File: src/rtl/core/lps_pkg.sv
// Package: word types, constants and the arctangent table for the lookahead point selector.
package lps_pkg;

  localparam int unsigned PosW   = 24;
  localparam int unsigned QuatW  = 16;
  localparam int unsigned LenW   = 23;
  localparam int unsigned HeadW  = 16;
  localparam int unsigned OpW    = 25;  // multiplier operand width
  localparam int unsigned ProdW  = 50;
  localparam int unsigned AccW   = 51;
  localparam int unsigned ArgW   = 34;  // CORDIC argument width
  localparam int unsigned AngW   = 34;  // Q4.30 angle accumulator
  localparam int unsigned TableLen = 24;

  localparam logic signed [AngW-1:0]  HalfPiQ30  = 34'sd1686629713;
  localparam logic signed [HeadW-1:0] HeadingMax = 16'sd25736;
  localparam logic [LenW-1:0]         LookaheadReset = 23'd4096;

  typedef struct packed {
    logic                    cmd;
    logic signed [PosW-1:0]  pos_x;
    logic signed [PosW-1:0]  pos_y;
    logic signed [QuatW-1:0] quat_x;
    logic signed [QuatW-1:0] quat_y;
    logic signed [QuatW-1:0] quat_z;
    logic signed [QuatW-1:0] quat_w;
    logic                    final_point;
  } in_word_t;

  typedef struct packed {
    logic signed [PosW-1:0]  target_x;
    logic signed [PosW-1:0]  target_y;
    logic signed [HeadW-1:0] heading;
    logic                    heading_source;
  } out_word_t;

  typedef struct packed {
    logic clear;
    logic mul_en;
    logic acc_en;
    logic acc_sel_b;
    logic acc_sub;
  } mac_ctrl_t;

  typedef enum logic [2:0] {
    ST_IDLE,
    ST_MUL,
    ST_EVAL,
    ST_CORDIC,
    ST_EMIT
  } state_e;

  typedef enum logic [1:0] {
    MODE_DIST,
    MODE_YAW,
    MODE_PEND
  } mode_e;

  // atan(2^-i) in Q4.30
  function automatic logic signed [AngW-1:0] atan_q30(input logic [4:0] idx);
    logic signed [AngW-1:0] v;
    case (idx)
      5'd0:  v = 34'sh03243F6A8;
      5'd1:  v = 34'sh01DAC6705;
      5'd2:  v = 34'sh00FADBAFC;
      5'd3:  v = 34'sh007F56EA6;
      5'd4:  v = 34'sh003FEAB76;
      5'd5:  v = 34'sh001FFD55B;
      5'd6:  v = 34'sh000FFFAAA;
      5'd7:  v = 34'sh0007FFF55;
      5'd8:  v = 34'sh0003FFFEA;
      5'd9:  v = 34'sh0001FFFFD;
      5'd10: v = 34'sh0000FFFFF;
      5'd11: v = 34'sh00007FFFF;
      5'd12: v = 34'sh00003FFFF;
      5'd13: v = 34'sh00001FFFF;
      5'd14: v = 34'sh00000FFFF;
      5'd15: v = 34'sh000007FFF;
      5'd16: v = 34'sh000003FFF;
      5'd17: v = 34'sh000001FFF;
      5'd18: v = 34'sh000000FFF;
      5'd19: v = 34'sh0000007FF;
      5'd20: v = 34'sh0000003FF;
      5'd21: v = 34'sh0000001FF;
      5'd22: v = 34'sh0000000FF;
      5'd23: v = 34'sh00000007F;
      default: v = '0;
    endcase
    return v;
  endfunction

endpackage

File: src/rtl/core/lps_mac.sv
// Shared 25x25 multiplier with two accumulators, used for distance and yaw sums.
module lps_mac (
  input  logic                                clk_i,
  input  logic                                rst_ni,
  input  lps_pkg::mac_ctrl_t                  ctrl_i,
  input  logic signed [lps_pkg::OpW-1:0]      op_a_i,
  input  logic signed [lps_pkg::OpW-1:0]      op_b_i,
  output logic signed [lps_pkg::AccW-1:0]     acc_a_o,
  output logic signed [lps_pkg::AccW-1:0]     acc_b_o
);

  logic signed [lps_pkg::ProdW-1:0] prod_q;
  logic signed [lps_pkg::AccW-1:0]  acc_a_q, acc_a_d, acc_b_q, acc_b_d, prod_ext;

  always_ff @(posedge clk_i) begin
    if (ctrl_i.mul_en) begin
      prod_q <= op_a_i * op_b_i;
    end
  end

  always_comb begin
    prod_ext = {prod_q[lps_pkg::ProdW-1], prod_q};
    acc_a_d  = acc_a_q;
    acc_b_d  = acc_b_q;
    if (ctrl_i.clear) begin
      acc_a_d = '0;
      acc_b_d = '0;
    end else if (ctrl_i.acc_en) begin
      if (ctrl_i.acc_sel_b) begin
        acc_b_d = ctrl_i.acc_sub ? acc_b_q - prod_ext : acc_b_q + prod_ext;
      end else begin
        acc_a_d = ctrl_i.acc_sub ? acc_a_q - prod_ext : acc_a_q + prod_ext;
      end
    end
  end

  always_ff @(posedge clk_i or negedge rst_ni) begin
    if (!rst_ni) begin
      acc_a_q <= '0;
      acc_b_q <= '0;
    end else begin
      acc_a_q <= acc_a_d;
      acc_b_q <= acc_b_d;
    end
  end

  assign acc_a_o = acc_a_q;
  assign acc_b_o = acc_b_q;

endmodule

File: src/rtl/core/lps_cordic.sv
// Iterative vectoring CORDIC: atan2 of a pair, one rotation per cycle, Q3.13 result.
module lps_cordic #(
  parameter int unsigned ITERS = 16
) (
  input  logic                                 clk_i,
  input  logic                                 rst_ni,
  input  logic                                 start_i,
  input  logic signed [lps_pkg::ArgW-1:0]      y_i,
  input  logic signed [lps_pkg::ArgW-1:0]      x_i,
  output logic                                 done_o,
  output logic signed [lps_pkg::HeadW-1:0]     heading_o
);

  localparam int unsigned CW   = 58;
  localparam int unsigned EW   = lps_pkg::ArgW + 2;
  localparam int unsigned IW   = (ITERS > 1) ? $clog2(ITERS) : 1;
  localparam logic [IW-1:0] Last = IW'(ITERS - 1);

  logic signed [CW-1:0]   x_q, y_q, xs, ys;
  logic signed [lps_pkg::AngW-1:0] z_q, zr;
  logic [IW-1:0]          it_q;
  logic                   active_q, done_q, zero_q;
  logic signed [EW-1:0]   xe, ye, x0, y0;
  logic signed [lps_pkg::AngW-1:0] z0;

  // quadrant fold so the vector starts in the right half plane
  always_comb begin
    xe = EW'(x_i);
    ye = EW'(y_i);
    x0 = xe;
    y0 = ye;
    z0 = '0;
    if (x_i < 0) begin
      if (y_i >= 0) begin
        x0 = ye;
        y0 = -xe;
        z0 = lps_pkg::HalfPiQ30;
      end else begin
        x0 = -ye;
        y0 = xe;
        z0 = -lps_pkg::HalfPiQ30;
      end
    end
  end

  assign xs = x_q >>> it_q;
  assign ys = y_q >>> it_q;

  always_ff @(posedge clk_i or negedge rst_ni) begin
    if (!rst_ni) begin
      active_q <= 1'b0;
      done_q   <= 1'b0;
      it_q     <= '0;
    end else begin
      done_q <= 1'b0;
      if (start_i) begin
        active_q <= 1'b1;
        it_q     <= '0;
      end else if (active_q) begin
        if (it_q == Last) begin
          active_q <= 1'b0;
          done_q   <= 1'b1;
        end else begin
          it_q <= it_q + 1'b1;
        end
      end
    end
  end

  always_ff @(posedge clk_i) begin
    if (start_i) begin
      x_q    <= {{(CW-EW-20){x0[EW-1]}}, x0, 20'b0};
      y_q    <= {{(CW-EW-20){y0[EW-1]}}, y0, 20'b0};
      z_q    <= z0;
      zero_q <= (x_i == '0) && (y_i == '0);
    end else if (active_q) begin
      if (y_q > 0) begin
        x_q <= x_q + ys;
        y_q <= y_q - xs;
        z_q <= z_q + lps_pkg::atan_q30(5'(it_q));
      end else begin
        x_q <= x_q - ys;
        y_q <= y_q + xs;
        z_q <= z_q - lps_pkg::atan_q30(5'(it_q));
      end
    end
  end

  // round half up from Q4.30 to Q3.13, then clamp
  always_comb begin
    zr = (z_q + 34'sd65536) >>> 17;
    if (zero_q) begin
      heading_o = '0;
    end else if (zr > lps_pkg::AngW'(lps_pkg::HeadingMax)) begin
      heading_o = lps_pkg::HeadingMax;
    end else if (zr < -lps_pkg::AngW'(lps_pkg::HeadingMax)) begin
      heading_o = -lps_pkg::HeadingMax;
    end else begin
      heading_o = zr[lps_pkg::HeadW-1:0];
    end
  end

  assign done_o = done_q;

endmodule

File: src/rtl/core/lookahead_point_select_core.sv
// Lookahead point selector: sequencer, state registers and output stage around the shared units.
// A start word (cmd 0) latches the robot position. A path point is tested against the lookahead
// radius with one shared 25x25 multiplier: three products, a final accumulate step and the
// compare. A point that closes the path runs an atan2 on the iterative CORDIC, one rotation per
// cycle: the final point first forms its yaw terms with six products; the point after a held
// target goes straight to the CORDIC. The input is not ready while a word is in work; a
// result sits in the output register until taken, and the next word is accepted meanwhile,
// though a further result waits in the block, input held off, until the register is free.
module lookahead_point_select_core #(
  parameter int unsigned CORDIC_ITERATIONS = 16
) (
  input  logic                          clk_i,
  input  logic                          rst_ni,
  input  logic                          in_valid_i,
  output logic                          in_ready_o,
  input  lps_pkg::in_word_t             in_data_i,
  output logic                          out_valid_o,
  input  logic                          out_ready_i,
  output lps_pkg::out_word_t            out_data_o,
  input  logic                          cfg_we_i,
  input  logic [lps_pkg::LenW-1:0]      cfg_wdata_i
);

  localparam int unsigned Iters = (CORDIC_ITERATIONS > lps_pkg::TableLen) ?
                                  lps_pkg::TableLen : CORDIC_ITERATIONS;
  localparam int unsigned PW = lps_pkg::PosW;
  localparam int unsigned DW = PW + 1;

  lps_pkg::state_e state_q, state_d;
  lps_pkg::mode_e  mode_q, mode_d;

  logic [lps_pkg::LenW-1:0] look_q;
  logic signed [PW-1:0] robot_x_q, robot_y_q, held_x_q, held_y_q;
  logic signed [PW-1:0] pos_x_q, pos_y_q, tgt_x_q, tgt_y_q;
  logic signed [DW-1:0] dx_q, dy_q;
  logic signed [lps_pkg::QuatW-1:0] qx_q, qy_q, qz_q, qw_q;
  logic pending_q, done_q;
  logic [2:0] step_q;
  logic src_q;
  logic signed [lps_pkg::HeadW-1:0] head_q;

  logic out_valid_q;
  lps_pkg::out_word_t out_q;

  logic accept, emit, cstart, cdone, hold_pt;
  logic [2:0] nsteps, pair;
  lps_pkg::mac_ctrl_t ctrl;
  logic signed [lps_pkg::OpW-1:0] op_a, op_b;
  logic signed [lps_pkg::AccW-1:0] acc_a, acc_b;
  logic signed [lps_pkg::ArgW-1:0] cy, cx;
  logic signed [lps_pkg::HeadW-1:0] cheading;
  logic signed [PW-1:0] base_x, base_y;

  assign in_ready_o = (state_q == lps_pkg::ST_IDLE);
  assign accept     = in_valid_i && in_ready_o;

  function automatic logic signed [lps_pkg::OpW-1:0] q_ext(
      input logic signed [lps_pkg::QuatW-1:0] q);
    return {{(lps_pkg::OpW-lps_pkg::QuatW){q[lps_pkg::QuatW-1]}}, q};
  endfunction

  assign base_x = pending_q ? held_x_q : robot_x_q;
  assign base_y = pending_q ? held_y_q : robot_y_q;

  assign nsteps = (mode_q == lps_pkg::MODE_YAW) ? 3'd6 : 3'd3;
  assign pair   = step_q - 3'd1;

  // operand pairs: distance dx*dx, dy*dy, L*L; yaw w*z, x*y, w*w, x*x, y*y, z*z
  always_comb begin
    op_a = '0;
    op_b = '0;
    if (mode_q == lps_pkg::MODE_YAW) begin
      case (step_q)
        3'd0: begin op_a = q_ext(qw_q); op_b = q_ext(qz_q); end
        3'd1: begin op_a = q_ext(qx_q); op_b = q_ext(qy_q); end
        3'd2: begin op_a = q_ext(qw_q); op_b = q_ext(qw_q); end
        3'd3: begin op_a = q_ext(qx_q); op_b = q_ext(qx_q); end
        3'd4: begin op_a = q_ext(qy_q); op_b = q_ext(qy_q); end
        3'd5: begin op_a = q_ext(qz_q); op_b = q_ext(qz_q); end
        default: begin op_a = '0; op_b = '0; end
      endcase
    end else begin
      case (step_q)
        3'd0: begin op_a = dx_q; op_b = dx_q; end
        3'd1: begin op_a = dy_q; op_b = dy_q; end
        3'd2: begin
          op_a = $signed({2'b00, look_q});
          op_b = $signed({2'b00, look_q});
        end
        default: begin op_a = '0; op_b = '0; end
      endcase
    end
  end

  always_comb begin
    state_d = state_q;
    mode_d  = mode_q;
    ctrl    = '0;
    cstart  = 1'b0;
    emit    = 1'b0;
    hold_pt = 1'b0;
    cy      = '0;
    cx      = '0;
    case (state_q)
      lps_pkg::ST_IDLE: begin
        if (accept && in_data_i.cmd && !done_q) begin
          ctrl.clear = 1'b1;
          state_d    = pending_q ? lps_pkg::ST_EVAL : lps_pkg::ST_MUL;
          mode_d     = pending_q ? lps_pkg::MODE_PEND :
                       (in_data_i.final_point ? lps_pkg::MODE_YAW : lps_pkg::MODE_DIST);
        end
      end
      lps_pkg::ST_MUL: begin
        ctrl.mul_en    = (step_q < nsteps);
        ctrl.acc_en    = (step_q != 3'd0);
        ctrl.acc_sel_b = (pair >= 3'd2);
        ctrl.acc_sub   = (pair >= 3'd4);
        if (step_q == nsteps) begin
          state_d = lps_pkg::ST_EVAL;
        end
      end
      lps_pkg::ST_EVAL: begin
        case (mode_q)
          lps_pkg::MODE_DIST: begin
            hold_pt = (acc_a >= acc_b);
            state_d = lps_pkg::ST_IDLE;
          end
          lps_pkg::MODE_YAW: begin
            cy      = {acc_a[lps_pkg::ArgW-2:0], 1'b0};
            cx      = acc_b[lps_pkg::ArgW-1:0];
            cstart  = 1'b1;
            state_d = lps_pkg::ST_CORDIC;
          end
          default: begin
            cy      = lps_pkg::ArgW'(dy_q);
            cx      = lps_pkg::ArgW'(dx_q);
            cstart  = 1'b1;
            state_d = lps_pkg::ST_CORDIC;
          end
        endcase
      end
      lps_pkg::ST_CORDIC: begin
        if (cdone) begin
          state_d = lps_pkg::ST_EMIT;
        end
      end
      lps_pkg::ST_EMIT: begin
        if (!out_valid_q || out_ready_i) begin
          emit    = 1'b1;
          state_d = lps_pkg::ST_IDLE;
        end
      end
      default: state_d = lps_pkg::ST_IDLE;
    endcase
  end

  always_ff @(posedge clk_i or negedge rst_ni) begin
    if (!rst_ni) begin
      state_q     <= lps_pkg::ST_IDLE;
      mode_q      <= lps_pkg::MODE_DIST;
      look_q      <= lps_pkg::LookaheadReset;
      robot_x_q   <= '0;
      robot_y_q   <= '0;
      held_x_q    <= '0;
      held_y_q    <= '0;
      pending_q   <= 1'b0;
      done_q      <= 1'b1;
      step_q      <= '0;
      out_valid_q <= 1'b0;
    end else begin
      state_q <= state_d;
      mode_q  <= mode_d;
      if (cfg_we_i) begin
        look_q <= cfg_wdata_i;
      end
      if (accept && !in_data_i.cmd) begin
        robot_x_q <= in_data_i.pos_x;
        robot_y_q <= in_data_i.pos_y;
        pending_q <= 1'b0;
        done_q    <= 1'b0;
      end else if (accept && !done_q) begin
        // a held target or the final point closes the path
        if (pending_q || in_data_i.final_point) begin
          pending_q <= 1'b0;
          done_q    <= 1'b1;
        end
      end else if (hold_pt) begin
        held_x_q  <= pos_x_q;
        held_y_q  <= pos_y_q;
        pending_q <= 1'b1;
      end
      if (state_q == lps_pkg::ST_MUL) begin
        step_q <= step_q + 3'd1;
      end else begin
        step_q <= '0;
      end
      if (emit) begin
        out_valid_q <= 1'b1;
      end else if (out_ready_i) begin
        out_valid_q <= 1'b0;
      end
    end
  end

  always_ff @(posedge clk_i) begin
    if (accept) begin
      pos_x_q <= in_data_i.pos_x;
      pos_y_q <= in_data_i.pos_y;
      dx_q    <= DW'(in_data_i.pos_x) - DW'(base_x);
      dy_q    <= DW'(in_data_i.pos_y) - DW'(base_y);
      qx_q    <= in_data_i.quat_x;
      qy_q    <= in_data_i.quat_y;
      qz_q    <= in_data_i.quat_z;
      qw_q    <= in_data_i.quat_w;
      tgt_x_q <= pending_q ? held_x_q : in_data_i.pos_x;
      tgt_y_q <= pending_q ? held_y_q : in_data_i.pos_y;
      src_q   <= !pending_q;
    end
    if (cdone) begin
      head_q <= cheading;
    end
    if (emit) begin
      out_q.target_x       <= tgt_x_q;
      out_q.target_y       <= tgt_y_q;
      out_q.heading        <= head_q;
      out_q.heading_source <= src_q;
    end
  end

  lps_mac u_mac (
    .clk_i   (clk_i),
    .rst_ni  (rst_ni),
    .ctrl_i  (ctrl),
    .op_a_i  (op_a),
    .op_b_i  (op_b),
    .acc_a_o (acc_a),
    .acc_b_o (acc_b)
  );

  lps_cordic #(
    .ITERS (Iters)
  ) u_cordic (
    .clk_i     (clk_i),
    .rst_ni    (rst_ni),
    .start_i   (cstart),
    .y_i       (cy),
    .x_i       (cx),
    .done_o    (cdone),
    .heading_o (cheading)
  );

  assign out_valid_o = out_valid_q;
  assign out_data_o  = out_q;

endmodule
File: config.mk
export PLATFORM = sky130hd
export DESIGN_NAME = lookahead_point_select_core
export DESIGN_NICKNAME = d
export VERILOG_FILES = /design/src/rtl/core/lps_pkg.sv /design/src/rtl/core/lps_mac.sv /design/src/rtl/core/lps_cordic.sv /design/src/rtl/core/lookahead_point_select_core.sv
export SDC_FILE = /design/constraint.sdc
export NUM_CORES = 2
export LEC_CHECK = 0
export ABC_AREA = 1
export BUFFER_PORTS_ARGS = -buffer_cell sky130_fd_sc_hd__buf_4
export CORE_MARGIN = 2
export CORE_UTILIZATION = 59
export DETAILED_ROUTE_END_ITERATION = 6
export GPL_TIMING_DRIVEN = 0
export PLACE_DENSITY = 0.74
export SLEW_MARGIN = 40
export SYNTH_ARGS = -nofsm -noshare
export SYNTH_HDL_FRONTEND = slang
export SYNTH_HIERARCHICAL = 1
export SYNTH_SLANG_ARGS = --single-unit
File: constraint.sdc
create_clock -name clk_i -period 9.5 [get_ports clk_i]
set_input_delay 0.95 -clock clk_i [delete_from_list [all_inputs] [get_ports clk_i]]
set_output_delay 0.95 -clock clk_i [all_outputs]
set_load 0.03 [all_outputs]
==> impl_results.md <==
- Status: complete, but fails checks
- Die area: 153000 um^2
- CP max stage delay: 0.65 ns
- Fin crit share: 1.00
- Cell count after synthesis: 12600
- Async SR Flop Fraction: 0.326
- Mapped cell area: 88400 um^2
- Worst r2r src: step_q[0]
- Distinct cell type count after synthesis: 73
- Total wire length: 401000 um
- Share of cells above drive strength 1: 0.0689
- Clk pin slew, worst setup/hold paths: 0.07 ns
- Total of max-cap violations: 0
- Finish-stage setup viols: 1
- GRT overflow: 0
- Critical-path top delay cell: clkbuf_1
- WL/cell: 26.8 um
- Fin. max-slew vios: 0
- Starting density of the core: 0.592
- IO buf count: 207
- Largest net degree at the start of global routing: 76
- Post-synth EDFFs: 453
- Global placer's final weighted congestion: 1.16
- Max Fclk: 105 MHz
- First-pass GRT wire length: 578000 um
- Worst Path Arrival: 9.99 ns
- Reg-to-reg slack, setup: -0.02 ns
- Die Wd: 391 um
- DRT Pass-1 Iters: 7
- DP Cell Count: 14800
- Most common cell after layout, fill and taps aside: nand2_1
- Initial antenna violation count: 14
- Setup CP Type: flop to flop
- Yosys Warn Count: 6
- Synth Net Count: 13900
- Worst Hold Class: input pin to async pin
- DRT iter0 DRCs: 14400
- CTS tree: done
- Fin nets: 14200
- Register Area: 20400 um^2
- Pre-CTS setup slack: -0.959 ns
- Crit start category: flop
- Final hold violations: 0
- Remaining DRCs: 49
- Vias: 95200
- Core Rows: 142
- Yosys reg bits: 731
- Crit-path most repeated cell: fa_1
- Final worst path period need: 9.52 ns
- Final Cell Area: 96700 um^2
- Worst-Skew Late Latency: 0.79 ns
- Post-Syn Area per Cell: 7.02 um^2
- FF-to-FF End: u_mac/prod_q[40]
- Tot GR Track Use: 0.514
- Most frequent cells in the layout: 3440 x nand2_1, 2081 x inv_1, 1030 x nor2_1
- Avg Vias per Cell: 6.37
- Worst-Margin Slew: 1.11 ns
- Worst EP required: 9.98 ns
- Htree depth: 3
- I/O Pins: 209
- Crit Path Max Fanout: 10
- FF-to-FF path depth: 28
- Post-DP Area: 93000 um^2
- Slew margin rel.: 0.260
- Post-route setup slack: -0.0187 ns
- Fill count: 13000
- Sequential fraction of the synthesis area: 0.230
- Synth Flop Type: edfxtp_1
- Die Height: 391 um
- Non-filler cells, final: 15000
- Detailed placer's ending HPWL: 323000 um
- Footprint of the multi-input gates: 58500 um^2
- Clock root buffer: clkbuf_16
- Clock Tree Buf Depth: 3
- Detail Route Antenna Nets: 0
- Core ar.: 149000 um^2
- Area growth syn-to-layout: 9.35%
- Clock Skew: 0.108 ns
- CP endpoint kind: flop
- Failing checks: DRC, setup timing
- Number of buffers created by CTS: 87
- Vias in the first global route: 91100
- Clock Sinks: 731
[area by class of cell]
class                           count  area share
Clock inverter                     56     0.00871
Sequential cell                   731       0.211
Clock buffer                      108      0.0239
Antenna cell                       19    0.000492
Buffer                            419      0.0215
Inverter                         2113      0.0822
Multi-Input combinational cell   9312       0.606
Timing Repair Buffer              249      0.0217
Tap cell                         1944      0.0252
[kinds of logic after synthesis]
kind of cell | count (synthesis) | synth area share
compound gates | 1843 | 0.118
xor+xnor | 356 | 0.0353
simple gates | 5923 | 0.280
flops | 731 | 0.230
buf+inv | 2547 | 0.111
fa+ha+maj | 1186 | 0.224
mux | 4 | 0.000453
[routing by layer]
metal  vias to the layer above  wire (um)  GRT usage
met1                     44300     138000      0.621
met2                      7942     164000      0.743
met5                         -        117          0
li1                      40900          -          -
met3                      2056      55400      0.157
met4                         8      44200      0.450
[synth_stat cells, types with 9 or more instances]
cell type | number | area [um^2]
nand3_1 | 982 | 4910
nand2_1 | 3454 | 13000
clkbuf_1 | 293 | 1100
o21bai_1 | 55 | 413
buf_2 | 71 | 355
nor2_2 | 36 | 225
xor2_1 | 231 | 2020
dfrtp_1 | 236 | 5910
nor3_1 | 98 | 490
o21ai_0 | 706 | 3530
o21ai_1 | 60 | 300
nand2_2 | 32 | 200
buf_1 | 35 | 131
a21boi_0 | 16 | 120
xnor2_1 | 125 | 1090
dfxtp_1 | 40 | 801
edfxtp_1 | 453 | 13600
nand3b_1 | 24 | 180
o21ai_2 | 15 | 131
a221oi_1 | 42 | 368
inv_1 | 2084 | 7820
nor2_1 | 1035 | 3880
ha_1 | 521 | 6520
nor4_1 | 51 | 319
nand4_1 | 117 | 732
or2_2 | 28 | 175
o31ai_1 | 21 | 158
a31oi_1 | 32 | 200
fa_1 | 665 | 13300
o22ai_1 | 92 | 576
a21o_1 | 40 | 300
inv_2 | 28 | 105
nor3_2 | 16 | 160
o21a_1 | 64 | 480
nor2_4 | 9 | 101
buf_6 | 19 | 214
buf_4 | 16 | 120
o211ai_1 | 48 | 360
a21oi_1 | 604 | 3020
[through the flow]
step | TNS, ns | hold WS, ns | utilization
floorplan | 0 | 0.400 | -
global placement | -12.82 | 0.401 | 0.619
detailed placement | -8.08 | 0.405 | 0.623
CTS | 0 | 0.106 | 0.645
global route | -0.261 | 0.134 | 0.647
finish | -0.0187 | 0.109 | 0.648
[worst max-delay path by stage]
stage	to	depth (start not counted)	from	slack [ns]
global route	u_mac/prod_q[49]	32	step_q[0]	-0.08
detailed placement	u_mac/prod_q[49]	30	mode_q[1]	-0.96
floorplan	u_mac/prod_q[49]	36	step_q[0]	1.68
global placement	u_mac/prod_q[44]	27	mode_q[1]	-1.17
finish	u_mac/prod_q[40]	28	step_q[0]	-0.02
CTS	u_mac/prod_q[49]	32	step_q[1]	0.006
[sequential cells by signal, summed over array words and instances, names as in the netlist, 25 cells and up]
name and flops:
u_mac/prod_q 50, out_data_o 65, dy_q 25, dx_q 25
u_mac/acc_b_o 51, u_mac/acc_a_o 51, u_cordic/y_q 58, u_cordic/x_q 58
u_cordic/z_q 34
[repair_timing]
action	CTS	global route
hold buffers	0	0
gates resized for setup	68	138
pin swaps	0	5
endpoints found under the setup margin	31	33
setup buffers	0	16
[critical path, delay by kind of cell, from the launching register on]
kind | cells | cell delay [ns]
and+or+nand+nor | 5 | 0.97
adders and majority gates | 9 | 4.20
DFF | 1 | 0.42
AOI/OAI and AO/OA | 5 | 1.36
buffers and inverters | 8 | 2.04
xor gates and xnor gates | 1 | 0.19
Power is left out: the tool's default activity adds up to more than one toggle a clock period on the data nets, which glitch-free logic cannot reach.
